`src/hdl/sedb_pkg.sv`:
```
// ----------------------------------------------------------------------------
// sedb_pkg: shared definitions for the Sobel edge direction binner
// Dimensions, field widths, codes, pipeline payload types and helpers.
// ----------------------------------------------------------------------------
package sedb_pkg;

  localparam int MAX_WIDTH  = 1024;
  localparam int MAX_HEIGHT = 1024;

  localparam int PIX_W   = 8;
  localparam int DIM_W   = 11;
  localparam int COL_W   = $clog2(MAX_WIDTH);
  localparam int ROW_W   = $clog2(MAX_HEIGHT);
  localparam int DIR_W   = 3;
  localparam int CIDX_W  = 2;
  localparam int THR_SQ_W = 2 * DIM_W;
  localparam int IN_TDATA_W  = 24;
  localparam int OUT_TDATA_W = 24;
  localparam int LUMA_SUM_W  = 16;

  localparam logic [DIM_W-1:0] FRAME_WIDTH_RESET    = 11'd640;
  localparam logic [DIM_W-1:0] FRAME_HEIGHT_RESET   = 11'd480;
  localparam logic [DIM_W-1:0] EDGE_THRESHOLD_RESET = 11'd64;

  // Luma weights in Q8 with rounding.
  localparam logic [LUMA_SUM_W-1:0] LUMA_R     = 16'd54;
  localparam logic [LUMA_SUM_W-1:0] LUMA_G     = 16'd184;
  localparam logic [LUMA_SUM_W-1:0] LUMA_B     = 16'd18;
  localparam logic [LUMA_SUM_W-1:0] LUMA_ROUND = 16'd128;

  // Tangents of the bin boundaries in Q16.
  localparam logic [15:0] TAN36_Q16 = 16'd47615;
  localparam logic [15:0] TAN18_Q16 = 16'd21294;

  localparam logic [DIR_W-1:0] DIR_WEAK = 3'd0;
  localparam logic [DIR_W-1:0] DIR_BIN1 = 3'd1;
  localparam logic [DIR_W-1:0] DIR_BIN2 = 3'd2;
  localparam logic [DIR_W-1:0] DIR_BIN3 = 3'd3;
  localparam logic [DIR_W-1:0] DIR_BIN4 = 3'd4;
  localparam logic [DIR_W-1:0] DIR_BIN5 = 3'd5;
  localparam logic [DIR_W-1:0] DIR_180  = 3'd6;

  localparam logic MODE_PIXEL = 1'b0;
  localparam logic MODE_FLUSH = 1'b1;

  localparam logic [CIDX_W-1:0] CFG_FRAME_WIDTH    = 2'd0;
  localparam logic [CIDX_W-1:0] CFG_FRAME_HEIGHT   = 2'd1;
  localparam logic [CIDX_W-1:0] CFG_EDGE_THRESHOLD = 2'd2;

  // 3x3 window, entry row*3+col, row 0 on top, col 0 on the left.
  typedef logic [8:0][PIX_W-1:0] win_t;

  // One line store entry: the older row and the newer row of a column.
  typedef struct packed {
    logic [PIX_W-1:0] upper;
    logic [PIX_W-1:0] lower;
  } line_t;

  // Work handed from the front end to the classifier stage.
  typedef struct packed {
    logic             valid;
    logic             emit_a;
    logic             emit_b;
    logic             frame_last;
    logic [COL_W-1:0] col_a;
    logic [COL_W-1:0] col_b;
    logic [ROW_W-1:0] row;
    win_t             win;
  } job_t;

  function automatic logic [DIM_W-1:0] clamp_dim(input logic [DIM_W-1:0] v,
                                                 input logic [DIM_W-1:0] maxv);
    logic [DIM_W-1:0] r;
    if (v == '0) begin
      r = DIM_W'(1);
    end else if (v > maxv) begin
      r = maxv;
    end else begin
      r = v;
    end
    return r;
  endfunction

endpackage

```
`src/hdl/sedb_classify.sv`:
```
// ----------------------------------------------------------------------------
// sedb_classify: Sobel gradient and direction bin of one 3x3 window
// Magnitude test against the squared threshold, then Q16 tangent compares.
// ----------------------------------------------------------------------------
module sedb_classify import sedb_pkg::*; (
  input  win_t                win,
  input  logic [THR_SQ_W-1:0] thr_sq,
  output logic [DIR_W-1:0]    dir
);

  logic [9:0]  xr, xl, yt, yb;
  logic [9:0]  ax, ay;
  logic        gx_neg, gx_pos, gy_pos, gy_zero;
  logic [19:0] sq_x, sq_y;
  logic [20:0] mag;
  logic        below_thr;
  logic [25:0] ax_sh, ay_sh, t36_ax, t18_ay;

  assign xr = 10'(win[2]) + {1'b0, win[5], 1'b0} + 10'(win[8]);
  assign xl = 10'(win[0]) + {1'b0, win[3], 1'b0} + 10'(win[6]);
  assign yt = 10'(win[0]) + {1'b0, win[1], 1'b0} + 10'(win[2]);
  assign yb = 10'(win[6]) + {1'b0, win[7], 1'b0} + 10'(win[8]);

  assign gx_neg  = xr < xl;
  assign gx_pos  = xr > xl;
  assign gy_pos  = yt > yb;
  assign gy_zero = yt == yb;
  assign ax = gx_neg ? xl - xr : xr - xl;
  assign ay = (yt < yb) ? yb - yt : yt - yb;

  assign sq_x = ax * ax;
  assign sq_y = ay * ay;
  assign mag  = {1'b0, sq_x} + {1'b0, sq_y};
  assign below_thr = {1'b0, mag} < thr_sq;

  assign ax_sh  = {ax, 16'd0};
  assign ay_sh  = {ay, 16'd0};
  assign t36_ax = TAN36_Q16 * ax;
  assign t18_ay = TAN18_Q16 * ay;

  always_comb begin
    if (below_thr) begin
      dir = DIR_WEAK;
    end else if (gy_zero) begin
      dir = gx_neg ? DIR_180 : DIR_BIN3;
    end else if (gy_pos) begin
      if (gx_pos && (ay_sh < t36_ax)) begin
        dir = DIR_BIN3;
      end else if (gx_neg && (ax_sh >= t18_ay)) begin
        dir = DIR_BIN5;
      end else begin
        dir = DIR_BIN4;
      end
    end else begin
      if (gx_pos && (ay_sh <= t36_ax)) begin
        dir = DIR_BIN3;
      end else if (gx_neg && (ax_sh > t18_ay)) begin
        dir = DIR_BIN1;
      end else begin
        dir = DIR_BIN2;
      end
    end
  end

endmodule

```
`src/hdl/sedb_back.sv`:
```
// ----------------------------------------------------------------------------
// sedb_back: classifier stage and result register
// Classifies the job window and, at a row end, the window shifted one column
// further with a zero column, then hands the results out one at a time.
// ----------------------------------------------------------------------------
module sedb_back import sedb_pkg::*; (
  input  logic                   clk,
  input  logic                   rst,
  input  job_t                   job,
  input  logic [THR_SQ_W-1:0]    thr_sq,
  output logic                   back_ready,
  output logic                   m_tvalid,
  input  logic                   m_tready,
  output logic [OUT_TDATA_W-1:0] m_tdata,
  output logic                   m_tlast,
  output logic                   m_tuser
);

  typedef struct packed {
    logic [DIR_W-1:0] dir;
    logic [COL_W-1:0] col;
    logic [ROW_W-1:0] row;
    logic             run_last;
    logic             frame_last;
  } res_t;

  win_t             win_b;
  logic [DIR_W-1:0] dir_a, dir_b;
  res_t             res_a, res_b, out_res;
  logic             pend_a, pend_b;
  logic             load, pop;

  always_comb begin
    for (int i = 0; i < 3; i++) begin
      win_b[i*3]   = job.win[i*3+1];
      win_b[i*3+1] = job.win[i*3+2];
      win_b[i*3+2] = '0;
    end
  end

  sedb_classify u_cls_a (
    .win    (job.win),
    .thr_sq (thr_sq),
    .dir    (dir_a)
  );

  sedb_classify u_cls_b (
    .win    (win_b),
    .thr_sq (thr_sq),
    .dir    (dir_b)
  );

  assign m_tvalid = pend_a || pend_b;
  assign pop      = m_tvalid && m_tready;
  // Free when empty, or when the single result left goes out this cycle.
  assign back_ready = (!pend_a && !pend_b) || ((pend_a ^ pend_b) && m_tready);
  assign load       = job.valid && back_ready;

  assign out_res = pend_a ? res_a : res_b;
  assign m_tdata = OUT_TDATA_W'({out_res.row, out_res.col, out_res.dir});
  assign m_tlast = out_res.run_last;
  assign m_tuser = out_res.frame_last;

  always_ff @(posedge clk) begin
    if (rst) begin
      pend_a <= 1'b0;
      pend_b <= 1'b0;
    end else if (load) begin
      pend_a <= job.emit_a;
      pend_b <= job.emit_b;
    end else if (pop) begin
      if (pend_a) begin
        pend_a <= 1'b0;
      end else begin
        pend_b <= 1'b0;
      end
    end
  end

  always_ff @(posedge clk) begin
    if (load) begin
      res_a.dir        <= dir_a;
      res_a.col        <= job.col_a;
      res_a.row        <= job.row;
      res_a.run_last   <= !job.emit_b;
      res_a.frame_last <= job.frame_last;
      res_b.dir        <= dir_b;
      res_b.col        <= job.col_b;
      res_b.row        <= job.row;
      res_b.run_last   <= 1'b1;
      res_b.frame_last <= 1'b0;
    end
  end

endmodule

```
`config.mk`:
```
export PLATFORM = sky130hd
export DESIGN_NAME = sedb_back
export DESIGN_NICKNAME = d
export VERILOG_FILES = /design/src/hdl/sedb_pkg.sv /design/src/hdl/sedb_classify.sv /design/src/hdl/sedb_back.sv
export SDC_FILE = /design/constraint.sdc
export NUM_CORES = 2
export LEC_CHECK = 0
export BUFFER_PORTS_ARGS = -buffer_cell sky130_fd_sc_hd__buf_2
export CORE_ASPECT_RATIO = 2
export CORE_MARGIN = 4
export CORE_UTILIZATION = 55
export DETAILED_ROUTE_END_ITERATION = 8
export PLACE_DENSITY = 0.73
export SLEW_MARGIN = 5
export SYNTH_ARGS = -nofsm -noshare
export SYNTH_HDL_FRONTEND = slang
export SYNTH_HIERARCHICAL = 1
export SYNTH_SLANG_ARGS = --single-unit
```
`constraint.sdc`:
```
create_clock -name clk -period 48.2 [get_ports clk]
set_input_delay 12.05 -clock clk [delete_from_list [all_inputs] [get_ports clk]]
set_output_delay 12.05 -clock clk [all_outputs]
set_load 0.02 [all_outputs]
```
### Word level (Yosys, flattened, before mapping)

Index checks and enable logic that the tools add are counted.

| word-level totals | value |
|---|---|
| flip-flop bits (word level) | 40 |
| word-level logic and storage cells | 103 |

| operators by class | value |
|---|---|
| add/subtract/negate cells | 21 |
| $mul | 8 |
| $lt $le $gt $ge | 18 |
| equal/unequal tests | 3 |
| muxes and demuxes | 24 |
| bitwise gates (word level) | 1 |
| reduce and logical (&&, ||, !) cells | 19 |

Operators by type and width:

| cell | number |
|---|---|
| multiplier 10 x 10 -> 20 bit | 4 |
| adder 8 x 9 -> 10 bit | 7 |
| subtractor 10 bit | 6 |
| greater-or-equal comparator 26 x 25 -> 1 bit | 2 |
| greater-than comparator 26 x 25 -> 1 bit | 2 |
| <= comparator 26 bit | 2 |
| < comparator 26 bit | 2 |
| multiplier 16 x 10 -> 26 bit (first input constant) | 2 |
| adder 10 x 8 -> 10 bit | 5 |
| multiplier 14 x 10 -> 24 bit (first input constant) | 2 |
| < comparator 21 x 22 -> 1 bit | 2 |
| adder 20 x 20 -> 21 bit | 2 |
| 2-to-1 mux 10 bit | 4 |
| greater-than comparator 10 bit | 3 |
| < comparator 10 bit | 3 |
| 2-to-1 mux 3 bit | 10 |
| 2-to-1 mux 25 bit | 1 |
| equality test 10 bit | 2 |
| logical AND 1 bit | 12 |
| greater-than comparator 1 x 10 -> 1 bit (first input constant) | 1 |
| < comparator 1 x 10 -> 1 bit (first input constant) | 1 |
| subtractor 1 x 10 -> 10 bit (first input constant) | 1 |
| 2-to-1 mux 1 bit | 7 |
| 2-to-1 mux 2 bit | 2 |
| 6 further kinds | 9 |

### Logic depth before layout (Yosys ltp)

| depth | value |
|---|---|
| depth after elaboration | 11 |
| depth in mapped cells | 55 |

### Cells and area by module

The synthesis kept the hierarchy.

Modules (own cells, without submodules):

| module | instances | cells an instance | area an instance (µm²) | sequential area each (µm²) |
|---|---|---|---|---|
| sedb_classify at u_cls_b | 1 | 1804 | 16012.9 | 0.0 |
| sedb_classify at u_cls_a | 1 | 1811 | 15971.6 | 0.0 |
| sedb_back | 1 | 82 | 1535.2 | 1181.1 |

### Least setup slack after synthesis

OpenSTA, ideal clock, no wires.

| path | value |
|---|---|
| path type | input port to output port |
| from | input port m_tready |
| to | output port back_ready |
| arrival | 12.297 ns |
| slack | 23.853 ns |
| stages | 1 |
| cell sequence | a21o_1 |

| on the way | value |
|---|---|
| longest elaborated chain between the ends | 2 |

Ends and longest elaborated chain:

| item | RTL line | source |
|---|---|---|
| from (decl) | sedb_back.sv:13 | `input logic m_tready,` |
| logical AND 1 bit | sedb_back.sv:56 | `assign back_ready = (!pend_a && !pend_b) \|\| ((pend_a ^ pend_b) && m_tready);` |
| logical OR 1 bit | sedb_back.sv:56 |  |
| to (decl) | sedb_back.sv:11 | `output logic back_ready,` |

Every way passes these cells.

### Final worst setup path

| path | value |
|---|---|
| from | input port job[8] (netlist name) |
| to | register res_a[23] (netlist name) (data pin) |

| on the way | value |
|---|---|
| longest elaborated chain between the ends | 11 |
| elaborated cells on any way between the ends | 23 |
| classes of those cells | 5 x add/sub; 2 x mul; 6 x order compare; 1 x eq/ne; 6 x mux; 3 x reduce/logical |

Ends and longest elaborated chain:

| item | RTL line | source |
|---|---|---|
| from (decl) | sedb_back.sv:9 | `input job_t job,` |
| adder 8 x 9 -> 10 bit (*) | sedb_classify.sv:21 | `assign yt = 10'(win[0]) + {1'b0, win[1], 1'b0} + 10'(win[2]);` |
| adder 10 x 8 -> 10 bit (*) | sedb_classify.sv:21 |  |
| branches (longest 9 deep; another with < comparator 21 x 22 -> 1 bit) | -- |  |
| to (decl) | sedb_back.sv:29 | `res_t res_a, res_b, out_res;` |

Every way passes the cells marked *.
A chain may end at the register's enable or synchronous reset.

==> reports/qor.csv <==
metric,value,unit
place.gp.congestion,1.08,
maxCapViolations,0,
yosys-top-cells-area,"fa_1 30%, ha_1 28%, inv_1 10%",
multi_input_area,28900,µm²
rr_startpoint,pend_a,
insertion_delay,300,ps
synth_top_cell_by_area,fa_1,
period_share,53.5,%
drt_iter0_drc,1193,
worst_pin_slew,1370,ps
seq_area,1180,µm²
startpoint_type,primary input,
drtPass1Iterations,8,
cts_buffers,5,
drc,0,
antenna_found_initial,1,
setup.worst_path.end_class,flop,
finalNetCount,5263,
rsz0062_at_grt,no,
r2r_cells,4,
max_stage_delay,1160,ps
r2r_end,res_b[18],
cp.required,48330,ps
grt_pass1_wl,156000,µm
fp.dieArea,65200,µm²
setup_viol,0,
cts.sinks,40,
cp-endpoint,res_a[23],
synth_top_cell_area_share,29.9,%
h-tree-depth,2,
grt_start_max_net_pins,40,
grt_pass1_vias,29800,
io_pins,159,
synth_cell_types,103,
start_util,55.7,%
synth-edff-count,38,
syn_inst,3697,
slew_headroom,6.04,%
clkSlewWorstSetupHoldPaths,80,ps
tns,0,ps
post-dp-hpwl,88500,µm
worst_ep_arrival_time,25920,ps
slowest_stage,a2111oi_0,
via_per_inst,5.76,
syn2layout_area_growth,6.28,%
worstSetupPathType,primary input to flop,
cts_setup_buffers,0,
gr-total-overflow,0,
clock_path_buffers,2,
skew,11.9,ps
grt_use_total,30.9,%
max_freq,0.0388,GHz
dieHeight,357,µm
core_area,60200,µm²
io_buffers,157,
r2r_setup_slack,45740,ps
hold_class,flop to flop,
ys_seq_elements,40,
async_flop_share,0,%
root_buffer,clkbuf_16,
ys_warn_count,6,
hold_ws,488,ps
vias,26900,
ys_seq_area_share,3.52,%
drt_wl_total,99100,µm
critical_path.max_fanout,14,
synthFlopType,edfxtp_1,
die_x,183,µm
finalHoldViolCount,0,
routedWlPerCell,21.2,µm
num-fill-cells,5437,
post_cts_resize_count,0,
ctsHoldBuffers,0,
rows,127,
maxSlewViolCount,0,
cp-startpoint,job[8],
cts_tree,built,
detail-route-antenna-nets,0,
avgSynthCellArea,9.07,µm²
status,finished clean,
synth.cell_area,33500,µm²
drive_gt1_share,7.52,%
final.min_clock_period,25790,ps
## cells by family (layout without fill, tap and decap cells)
| logic type | count (synthesis) | count (layout) | synth area share (%) |
|---|---|---|---|
| DFF | 40 | 40 | 3.52 |
| xor gates and xnor gates | 200 | 200 | 5.44 |
| adders and majority gates | 1237 | 1237 | 57.4 |
| and+or+nand+nor | 623 | 623 | 8.98 |
| muxes | 46 | 46 | 1.47 |
| buffers and inverters | 944 | 1105 | 10.8 |
| AOI/OAI and AO/OA | 606 | 606 | 12.4 |
| other | 1 | 40 | 0.0112 |
## per-stage QoR
stage                     cells  setup slack (ps)  util [%]  area [µm²]
final                      4671             22410      59.2       35600
after global routing       4670             21730      59.2       35600
after CTS                  4670             22720      59.2       35600
after detailed placement   4662             22400      58.9       35500
after global placement     4662             22510      58.9       35500
after floorplan            3735             23850         -       33700
## per-layer routing
metal  global-route usage, %  vias to the layer above  wire length, µm
li1                        -                    12500                -
met1                    26.8                    13100            29200
met4                    27.2                        0            11600
met2                    60.5                      809            55000
met3                    3.22                      477             3350
met5                       0                        -                0
## worst max-delay path: cells and delay by family
kind            cells  cell delay (ps)
xor+xnor            3             1210
buf+inv             8              870
fa+ha+maj          11             4670
mux                 1              440
compound gates     16             4470
simple gates       11             2200
## cells in the final DEF (no fill, tap or decap), types with 39 or more instances in the layout
| master | count |
|---|---|
| a21oi_1 | 176 |
| ha_1 | 737 |
| o21ai_0 | 80 |
| inv_1 | 899 |
| nor3_1 | 42 |
| conb_1 | 39 |
| buf_2 | 157 |
| xor2_1 | 70 |
| nand3_1 | 46 |
| a21o_1 | 89 |
| nor2_1 | 191 |
| fa_1 | 500 |
| xnor2_1 | 120 |
| nand2_1 | 164 |
| o21bai_1 | 43 |
## area by class of cell
| type | instances | share of cell area, % |
|---|---|---|
| multi-input combinational | 2751 | 81.1 |
| timing repair buffer | 192 | 2.94 |
| clock inverter | 3 | 0.0527 |
| sequential | 40 | 3.32 |
| tap | 774 | 2.72 |
| antenna | 1 | 0.00702 |
| inverter | 905 | 9.54 |
| clock buffer | 5 | 0.351 |
## Yosys cell counts (43+ instances only)
master,n
ha_1,737
fa_1,500
xnor2_1,122
a21o_1,89
nand3_1,46
o21bai_1,43
o21ai_0,80
inv_1,899
nor2_1,191
nand2_1,164
xor2_1,70
a21oi_1,176
## how the worst min path moves through the flow
stage | slack, ps | depth (start not counted) | startpoint | end
after floorplan | 460 | 2 | pend_b | pend_b
after global placement | 480 | 2 | pend_b | pend_b
after detailed placement | 490 | 2 | pend_b | pend_b
after CTS | 500 | 2 | pend_b | pend_b
after global routing | 510 | 2 | pend_b | pend_b
final | 490 | 2 | pend_b | pend_b
## flip-flops by register name, summed over array words and instances, names as in the netlist
| register | cells |
|---|---|
| pend_a | 1 |
| pend_b | 1 |
| res_a | 15 |
| res_b | 23 |
Power is left out: the tool's default activity adds up to more than one toggle a clock period on the data nets, which glitch-free logic cannot reach.
